**src/hdl/hms_clock_seven_segment_scan_defines.svh**
```systemverilog
// Assertion macros for the clock display block
`ifndef HMS_CLOCK_SEVEN_SEGMENT_SCAN_DEFINES_SVH
`define HMS_CLOCK_SEVEN_SEGMENT_SCAN_DEFINES_SVH

// Check a condition at every clock edge outside reset.
`define HMS_ASSERT_ALWAYS(label, cond, msg) \
  label: assert property (@(posedge clk) disable iff (rst) (cond)) else $error(msg);

// Check a consequence in the same cycle as its cause.
`define HMS_ASSERT_SAME(label, ante, cons, msg) \
  label: assert property (@(posedge clk) disable iff (rst) (ante) |-> (cons)) \
    else $error(msg);

// Check a consequence in the cycle after its cause.
`define HMS_ASSERT_NEXT(label, ante, cons, msg) \
  label: assert property (@(posedge clk) disable iff (rst) (ante) |=> (cons)) \
    else $error(msg);

`endif

```
**src/hdl/hmsc_pkg.sv**
```systemverilog
// Types, codes, segment table and digit helpers for the clock display block
package hmsc_pkg;

  typedef enum logic [1:0] {
    OP_SECOND = 2'd0,
    OP_SCAN   = 2'd1,
    OP_LOAD   = 2'd2,
    OP_NONE   = 2'd3
  } opcode_t;

  localparam logic [1:0] FMT_12H      = 2'd0;
  localparam logic [1:0] FMT_24H      = 2'd1;
  localparam logic [1:0] FMT_DISABLED = 2'd2;

  localparam logic [2:0] SCAN_LAST = 3'd5;
  localparam logic [4:0] HOUR_RESET = 5'd1;
  localparam logic [4:0] HOUR_12_MAX = 5'd12;
  localparam logic [4:0] HOUR_24_MAX = 5'd23;
  localparam logic [5:0] MIN_SEC_MAX = 6'd59;

  typedef struct packed {
    opcode_t    opcode;
    logic [4:0] load_hour;
    logic [5:0] load_minute;
    logic [5:0] load_second;
  } hms_in_t;

  typedef struct packed {
    logic [7:0] digit_enable;
    logic [7:0] segments;
    logic [4:0] hour_now;
    logic [5:0] minute_now;
    logic [5:0] second_now;
    logic       load_rejected;
  } hms_out_t;

  localparam logic [7:0] SEG_TABLE [10] = '{
    8'hFC, 8'h60, 8'hDA, 8'hF2, 8'h66,
    8'hB6, 8'hBE, 8'hE0, 8'hFE, 8'hF6
  };

  function automatic logic [3:0] tens_digit(input logic [5:0] v);
    logic [3:0] t;
    if (v >= 6'd60) begin
      t = 4'd6;
    end else if (v >= 6'd50) begin
      t = 4'd5;
    end else if (v >= 6'd40) begin
      t = 4'd4;
    end else if (v >= 6'd30) begin
      t = 4'd3;
    end else if (v >= 6'd20) begin
      t = 4'd2;
    end else if (v >= 6'd10) begin
      t = 4'd1;
    end else begin
      t = 4'd0;
    end
    return t;
  endfunction

  function automatic logic [3:0] units_digit(input logic [5:0] v);
    logic [3:0] t;
    logic [5:0] r;
    t = tens_digit(v);
    r = v - {t[2:0], 3'b000} - {2'b00, t[2:0], 1'b0};
    return r[3:0];
  endfunction

endpackage

```
**src/hdl/hms_clock_seven_segment_scan.sv**
```systemverilog
// Hours-minutes-seconds clock with six-digit multiplexed seven-segment scan
//
//   port group        dir  handshake             payload
//   in_*              in   in_valid / in_ready   in_data (hms_in_t)
//   out_*             out  out_valid / out_ready out_data (hms_out_t)
//   cfg_write_*       in   cfg_write_enable      cfg_write_data (clock format)
//
// One item per cycle while out_ready does not stall; each item reaches out_data through
// the input register, then the result register that the time update feeds.
// Reset: time 1:00:00, scan on seconds units, twelve-hour format, both stages empty.
// A stalled result holds in the output register; the input register takes one
// more item, and in_ready drops only while both stages are full and stalled.
`include "hms_clock_seven_segment_scan_defines.svh"

module hms_clock_seven_segment_scan (
  input  logic              clk,
  input  logic              rst,
  input  logic              in_valid,
  output logic              in_ready,
  input  hmsc_pkg::hms_in_t in_data,
  output logic              out_valid,
  input  logic              out_ready,
  output hmsc_pkg::hms_out_t out_data,
  input  logic              cfg_write_enable,
  input  logic [1:0]        cfg_write_data
);
  import hmsc_pkg::*;

  logic [1:0] clock_format;
  logic [4:0] hour_count;
  logic [5:0] minute_count;
  logic [5:0] second_count;
  logic [2:0] scan_position;

  logic [4:0] hour_count_next;
  logic [5:0] minute_count_next;
  logic [5:0] second_count_next;
  logic [2:0] scan_position_next;

  logic       s1_valid;
  hms_in_t    s1_data;
  hms_out_t   out_data_next;

  logic       out_free;
  logic       advance;
  logic       enabled;
  logic       load_ok;
  logic       rejected;
  logic [5:0] hour_wide;
  logic [3:0] digit;
  logic [7:0] enable_byte;

  assign out_free = !out_valid || out_ready;
  assign advance  = s1_valid && out_free;
  assign in_ready = !s1_valid || out_free;
  assign enabled  = (clock_format == FMT_12H) || (clock_format == FMT_24H);

  always_comb begin
    load_ok = enabled && (s1_data.load_minute <= MIN_SEC_MAX) &&
              (s1_data.load_second <= MIN_SEC_MAX);
    if (clock_format == FMT_12H) begin
      load_ok = load_ok && (s1_data.load_hour != 5'd0) &&
                (s1_data.load_hour <= HOUR_12_MAX);
    end else begin
      load_ok = load_ok && (s1_data.load_hour <= HOUR_24_MAX);
    end
  end

  // Next time and scan position for the item in the input register
  always_comb begin
    hour_count_next    = hour_count;
    minute_count_next  = minute_count;
    second_count_next  = second_count;
    scan_position_next = scan_position;
    rejected           = 1'b0;
    case (s1_data.opcode)
      OP_SECOND: begin
        if (enabled) begin
          if (second_count >= MIN_SEC_MAX) begin
            second_count_next = 6'd0;
            if (minute_count >= MIN_SEC_MAX) begin
              minute_count_next = 6'd0;
              if (clock_format == FMT_12H) begin
                if (hour_count >= HOUR_12_MAX || hour_count == 5'd0) begin
                  hour_count_next = 5'd1;
                end else begin
                  hour_count_next = hour_count + 5'd1;
                end
              end else begin
                if (hour_count >= HOUR_24_MAX) begin
                  hour_count_next = 5'd0;
                end else begin
                  hour_count_next = hour_count + 5'd1;
                end
              end
            end else begin
              minute_count_next = minute_count + 6'd1;
            end
          end else begin
            second_count_next = second_count + 6'd1;
          end
        end
      end
      OP_SCAN: begin
        if (enabled) begin
          scan_position_next = (scan_position >= SCAN_LAST) ? 3'd0 : scan_position + 3'd1;
        end
      end
      OP_LOAD: begin
        if (load_ok) begin
          hour_count_next   = s1_data.load_hour;
          minute_count_next = s1_data.load_minute;
          second_count_next = s1_data.load_second;
        end else begin
          rejected = 1'b1;
        end
      end
      default: begin
      end
    endcase
  end

  // Digit shown at the scan position, from the updated time
  always_comb begin
    hour_wide = {1'b0, hour_count_next};
    case (scan_position_next)
      3'd1: begin
        digit       = tens_digit(second_count_next);
        enable_byte = 8'h40;
      end
      3'd2: begin
        digit       = units_digit(minute_count_next);
        enable_byte = 8'h20;
      end
      3'd3: begin
        digit       = tens_digit(minute_count_next);
        enable_byte = 8'h10;
      end
      3'd4: begin
        digit       = units_digit(hour_wide);
        enable_byte = 8'h08;
      end
      3'd5: begin
        digit       = tens_digit(hour_wide);
        enable_byte = 8'h04;
      end
      default: begin
        digit       = units_digit(second_count_next);
        enable_byte = 8'h80;
      end
    endcase
  end

  always_comb begin
    out_data_next.digit_enable  = enabled ? enable_byte : 8'h00;
    out_data_next.segments      = enabled ? SEG_TABLE[digit] : 8'h00;
    out_data_next.hour_now      = hour_count_next;
    out_data_next.minute_now    = minute_count_next;
    out_data_next.second_now    = second_count_next;
    out_data_next.load_rejected = rejected;
  end

  always_ff @(posedge clk) begin
    if (rst) begin
      clock_format <= FMT_12H;
    end else if (cfg_write_enable) begin
      clock_format <= cfg_write_data;
    end
  end

  always_ff @(posedge clk) begin
    if (rst) begin
      hour_count    <= HOUR_RESET;
      minute_count  <= 6'd0;
      second_count  <= 6'd0;
      scan_position <= 3'd0;
    end else if (advance) begin
      hour_count    <= hour_count_next;
      minute_count  <= minute_count_next;
      second_count  <= second_count_next;
      scan_position <= scan_position_next;
    end
  end

  // Input register
  always_ff @(posedge clk) begin
    if (rst) begin
      s1_valid <= 1'b0;
    end else if (in_valid && in_ready) begin
      s1_valid <= 1'b1;
    end else if (advance) begin
      s1_valid <= 1'b0;
    end
  end

  always_ff @(posedge clk) begin
    if (in_valid && in_ready) begin
      s1_data <= in_data;
    end
  end

  // Result register
  always_ff @(posedge clk) begin
    if (rst) begin
      out_valid <= 1'b0;
    end else if (advance) begin
      out_valid <= 1'b1;
    end else if (out_ready) begin
      out_valid <= 1'b0;
    end
  end

  always_ff @(posedge clk) begin
    if (advance) begin
      out_data <= out_data_next;
    end
  end

  `HMS_ASSERT_ALWAYS(a_time_range, (minute_count <= MIN_SEC_MAX) && (second_count <= MIN_SEC_MAX) && (scan_position <= SCAN_LAST), "time or scan position out of range")
  `HMS_ASSERT_SAME(a_enable_onehot, out_valid, $onehot0(out_data.digit_enable), "digit enable not one-hot")
  `HMS_ASSERT_NEXT(a_good_load, advance && (s1_data.opcode == OP_LOAD) && load_ok, (hour_count == $past(s1_data.load_hour)) && !out_data.load_rejected, "accepted load not applied")
  `HMS_ASSERT_NEXT(a_blank_disabled, advance && !enabled, (out_data.digit_enable == 8'h00) && (out_data.segments == 8'h00) && $stable(scan_position), "disabled display not blank")

endmodule

```
**config.mk**
```make
export PLATFORM = sky130hd
export DESIGN_NAME = hms_clock_seven_segment_scan
export DESIGN_NICKNAME = d
export VERILOG_FILES = /design/src/hdl/hmsc_pkg.sv /design/src/hdl/hms_clock_seven_segment_scan.sv
export VERILOG_INCLUDE_DIRS = /design/src /design/src/hdl
export SDC_FILE = /design/constraint.sdc
export NUM_CORES = 1
export LEC_CHECK = 0
export BUFFER_PORTS_ARGS = -buffer_cell sky130_fd_sc_hd__buf_2
export CAP_MARGIN = 20
export CORE_MARGIN = 4
export CORE_UTILIZATION = 25
export DETAILED_ROUTE_END_ITERATION = 8
export SYNTH_ARGS = -nofsm -noshare
export SYNTH_HDL_FRONTEND = slang
export SYNTH_SLANG_ARGS = --single-unit
```
**constraint.sdc**
```tcl
create_clock -name clk -period 3.8 [get_ports clk]
set_input_delay 1.14 -clock clk [delete_from_list [all_inputs] [get_ports clk]]
set_output_delay 1.14 -clock clk [all_outputs]
set_load 0.03 [all_outputs]
```
==> metrics <==
TritonCTS clock tree done; core area between 15,000 and 20,000 µm²; crit path launch type register; Worst Setup Slack post-DPL -0.402 ns; violated checks setup timing; aggregate global routing overflow 0; clock latency on the worst-skew pair ~0.36 ns; # setup viols final 7; max_slew headroom 49.2%; Die Width roughly 140 µm; overall die area between 20,000 and 25,000 µm²; source of the worst hold timing path s1_valid; power density over cell area about 400 nW/µm²; critical path capture point type register; Total Wirelength between 10,000 and 15,000 µm; dominant cell type by area after synthesis sky130_fd_sc_hd__edfxtp_1; sinks on the clock net 74; Area contributors post-synth sky130_fd_sc_hd__edfxtp_1 (33%), sky130_fd_sc_hd__dfxtp_1 (11%), sky130_fd_sc_hd__ha_1 (5.5%); share of final-layout standard cells stronger than drive strength 1 46.5%; number of detailed-routing iterations run before antenna repair 4; main combinational cell family by area after synthesis compound AO/OA/AOI/OAI gates; overall die height ~140 µm; count of final max-slew check failures 0; post-synthesis mux area share 1.32%; share of the synthesized area in the top cell type around 33%; count of flip-flops with a built-in enable after synthesis 50; average vias per placed instance roughly 4.8; final worst-path cycle share 105%; unrepaired setup endpoints after global routing true; outcome complete, but fails checks; Min Clock Period, post-route a little under 4 ns; number of remaining DRC errors 0; layout overhead on the synthesized area 51.6%; initial cell density of the core about a quarter; worst hold path depth 2; number of top-level design ports 62; buffers plus inverters on the worst setup path 4; ANT cells 0; cell-by-cell listing of the critical path or4_4, a21o_1, and4_4, a211oi_4, buf_4, nand2_4, buf_6, and4_4, nor4_2, inv_1, ha_4, a21oi_2, nor2_1, a21oi_2, o21ai_2, inv_2, ha_2, nand2_1, nor4_1, a41o_1; final worst clock skew 0.0161 ns; worst stage delay on the critical path between 0.5 and 0.6 ns; average instance area after synthesis 9.92 µm²; leakage power about 2.9 nW; area fraction in compound gates after synthesis between 20% and 30%; critical path arrival about 4.1 ns; number of buffers inserted during clock tree synthesis 9; Total Routing Usage GR a little over an eighth; share of flip-flops with an asynchronous set or reset 0%; post-CTS clock slew at the launch and capture registers of the worst setup and hold paths ~0.06 ns; Crit Path Class register to register; Data required, critical path approximately 4 ns; cell count along the critical path 20; final net count roughly 730; Filler Cell Count approximately 1,800; post-detailed-placement half-perimeter wirelength between 10,000 and 15,000 µm; final weighted congestion of routability-driven global placement 0.884; setup slack of the critical path after layout -0.178 ns; Synth Area in Adders roughly 5.7%; vias in the first global route 4,276; top achievable clock speed between 200 and 300 MHz; Worst-Margin Slew ~0.76 ns; post-route antenna net violation count 0; maximum clock path buffer count 2; Yosys reg bits between 70 and 80; portion of the post-synthesis area used by sequential elements between 40 and 50%; type of the worst min-delay path register to register; top flip-flop cell by instance count after synthesis sky130_fd_sc_hd__edfxtp_1; FF-to-FF path depth 20; count of port buffers added during placement 58; initial antenna violation count 0; maximum number of pins on one net before global-route repair 39; register-to-register setup slack -0.18 ns; basic-gate share of the synthesized area counting and, or, nand and nor cells between 15 and 20%; Reg2Reg Launch Point s1_data[15]; first element of the critical path s1_data[15]; Distinct cells, synth 80; worst voltage drop across the vdd grid 0.299 mV; CTS H-tree lvls 3; # rows 49; Post-Syn Area 4560 µm²; Design Power between 2 and 3 mW; Non-Filler Cell Area, Final ~6900 µm²; wire length of the first global-routing pass between 20,000 and 25,000 µm; number of vias in the routed layout between 4,000 and 5,000; clock tree root driver cell sky130_fd_sc_hd__clkbuf_16; post-detailed-route wirelength per cell around 15 µm; Setup TNS Final -0.852 ns; XOR/XNOR Fraction of Synth Area under 10%; cell type group with the largest total delay on the critical path simple AND/OR/NAND/NOR gates; synthesized instance count 460; Fin. Hold Viols 0; post-route worst hold slack a little over 0.5 ns; Area after DPL 6180 µm²; Crit-path slowest cell sky130_fd_sc_hd__or4_4; YS warnings 0; number of violations reported at the end of detailed-routing iteration 0 approximately 260; maximum fanout encountered on the critical timing path 5; max-cap check violation count 0
flip-flops by register name, indices dropped and copies added, names as in the netlist:
signal,flops
out_data,31
second_count,6
scan_position,3
minute_count,6
out_valid,1
s1_data,19
hour_count,5
clock_format,2
s1_valid,1
synth_stat cells, types with 6 or more instances:
cell type,number
sky130_fd_sc_hd__mux2i_1,6
sky130_fd_sc_hd__a211oi_1,22
sky130_fd_sc_hd__clkbuf_1,11
sky130_fd_sc_hd__xnor2_1,6
sky130_fd_sc_hd__nor2_1,49
sky130_fd_sc_hd__nand3_1,13
sky130_fd_sc_hd__nor3_1,12
sky130_fd_sc_hd__nand2_1,34
sky130_fd_sc_hd__o21ai_0,20
sky130_fd_sc_hd__ha_1,20
sky130_fd_sc_hd__inv_2,6
sky130_fd_sc_hd__dfxtp_1,24
sky130_fd_sc_hd__a2111oi_0,6
sky130_fd_sc_hd__edfxtp_1,50
sky130_fd_sc_hd__a31oi_1,9
sky130_fd_sc_hd__a21oi_1,30
sky130_fd_sc_hd__inv_1,21
what timing repair did:
item,in CTS,in global routing
endpoints found under the setup margin,7,7
hold buffers,0,0
buffers inserted,19,6
resized for setup,32,34
pin swaps,22,28
logic make-up after synthesis:
family,Yosys count
adders and majority gates,21
xor gates and xnor gates,8
and+or+nand+nor,153
muxes,6
buffers and inverters,49
other,1
AOI/OAI and AO/OA,148
DFF,74
per-layer routing:
layer  share of wire [%]  global-route usage [%]  wire (µm)  up-vias
met1                  48                    19.1       6560     2019
met3                 6.2                    3.99        844       18
li1                    -                       -          -     2196
met2                  44                    20.1       6070      112
met4                 1.5                    4.90        203        0
met5                   0                       0          0        -
layout by cell type, fill, tap and decap left out, drive strengths merged, types with 3 or more instances in the layout:
cell | Yosys | routed
or3 | 3 | 3
a311oi | 3 | 3
a21boi | 3 | 3
buf | 9 | 226
o211ai | 3 | 3
o21ai | 22 | 22
inv | 28 | 29
nor4 | 4 | 4
and2 | 4 | 4
nand4 | 5 | 5
nor3 | 13 | 13
o311a | 3 | 3
xnor2 | 6 | 6
o311ai | 3 | 3
o2111ai | 3 | 3
ha | 20 | 20
clkbuf | 11 | 10
a221oi | 8 | 8
o21a | 4 | 4
mux2i | 6 | 6
dfxtp | 24 | 24
o31ai | 3 | 3
nand2b | 5 | 5
a211oi | 24 | 24
clkinv | 1 | 5
or4 | 3 | 3
nor2 | 50 | 50
or2 | 3 | 3
and4 | 4 | 4
a31oi | 9 | 9
nand2 | 36 | 36
a21oi | 32 | 32
edfxtp | 50 | 50
conb | 1 | 3
nand3 | 15 | 15
o2111a | 3 | 3
a2111oi | 6 | 6
through the flow:
step                      utilization [%]  instances
after floorplan                         -        462
after global placement               34.4        872
after detailed placement             34.4        872
after CTS                            37.4        907
after global routing                 38.5        913
final                                38.5        913
cell type report:
cell class | count | area [µm²] | share of cell area (%)
repair buffers | 226 | 1620 | 23.4
inverters | 29 | 111 | 1.61
well taps | 229 | 287 | 4.14
clock inverters | 6 | 42.5 | 0.615
clock buffers | 10 | 229 | 3.31
multi-input cells | 339 | 2650 | 38.3
flip-flops and latches | 74 | 1980 | 28.6
path summary, 6_finish.rpt:
check / to
min: out_valid
min reg2reg: out_valid
max reg2reg: out_data[21]
max: out_data[21]
report_power, final:
group	leakage [nW]	switching (mW)	internal, mW
clock network	0.130	0.346	0.442
registers	0.673	0.0275	0.934
logic	2.06	0.527	0.486
total	2.87	0.900	1.86
tightest hold or removal path: stages, from the launching register on:
cell and delay [ns]:
sky130_fd_sc_hd__dfxtp_1 0.33, sky130_fd_sc_hd__nor2_1 0.10, sky130_fd_sc_hd__nor2_1 0.04
Power figures use the tool's default switching activity.
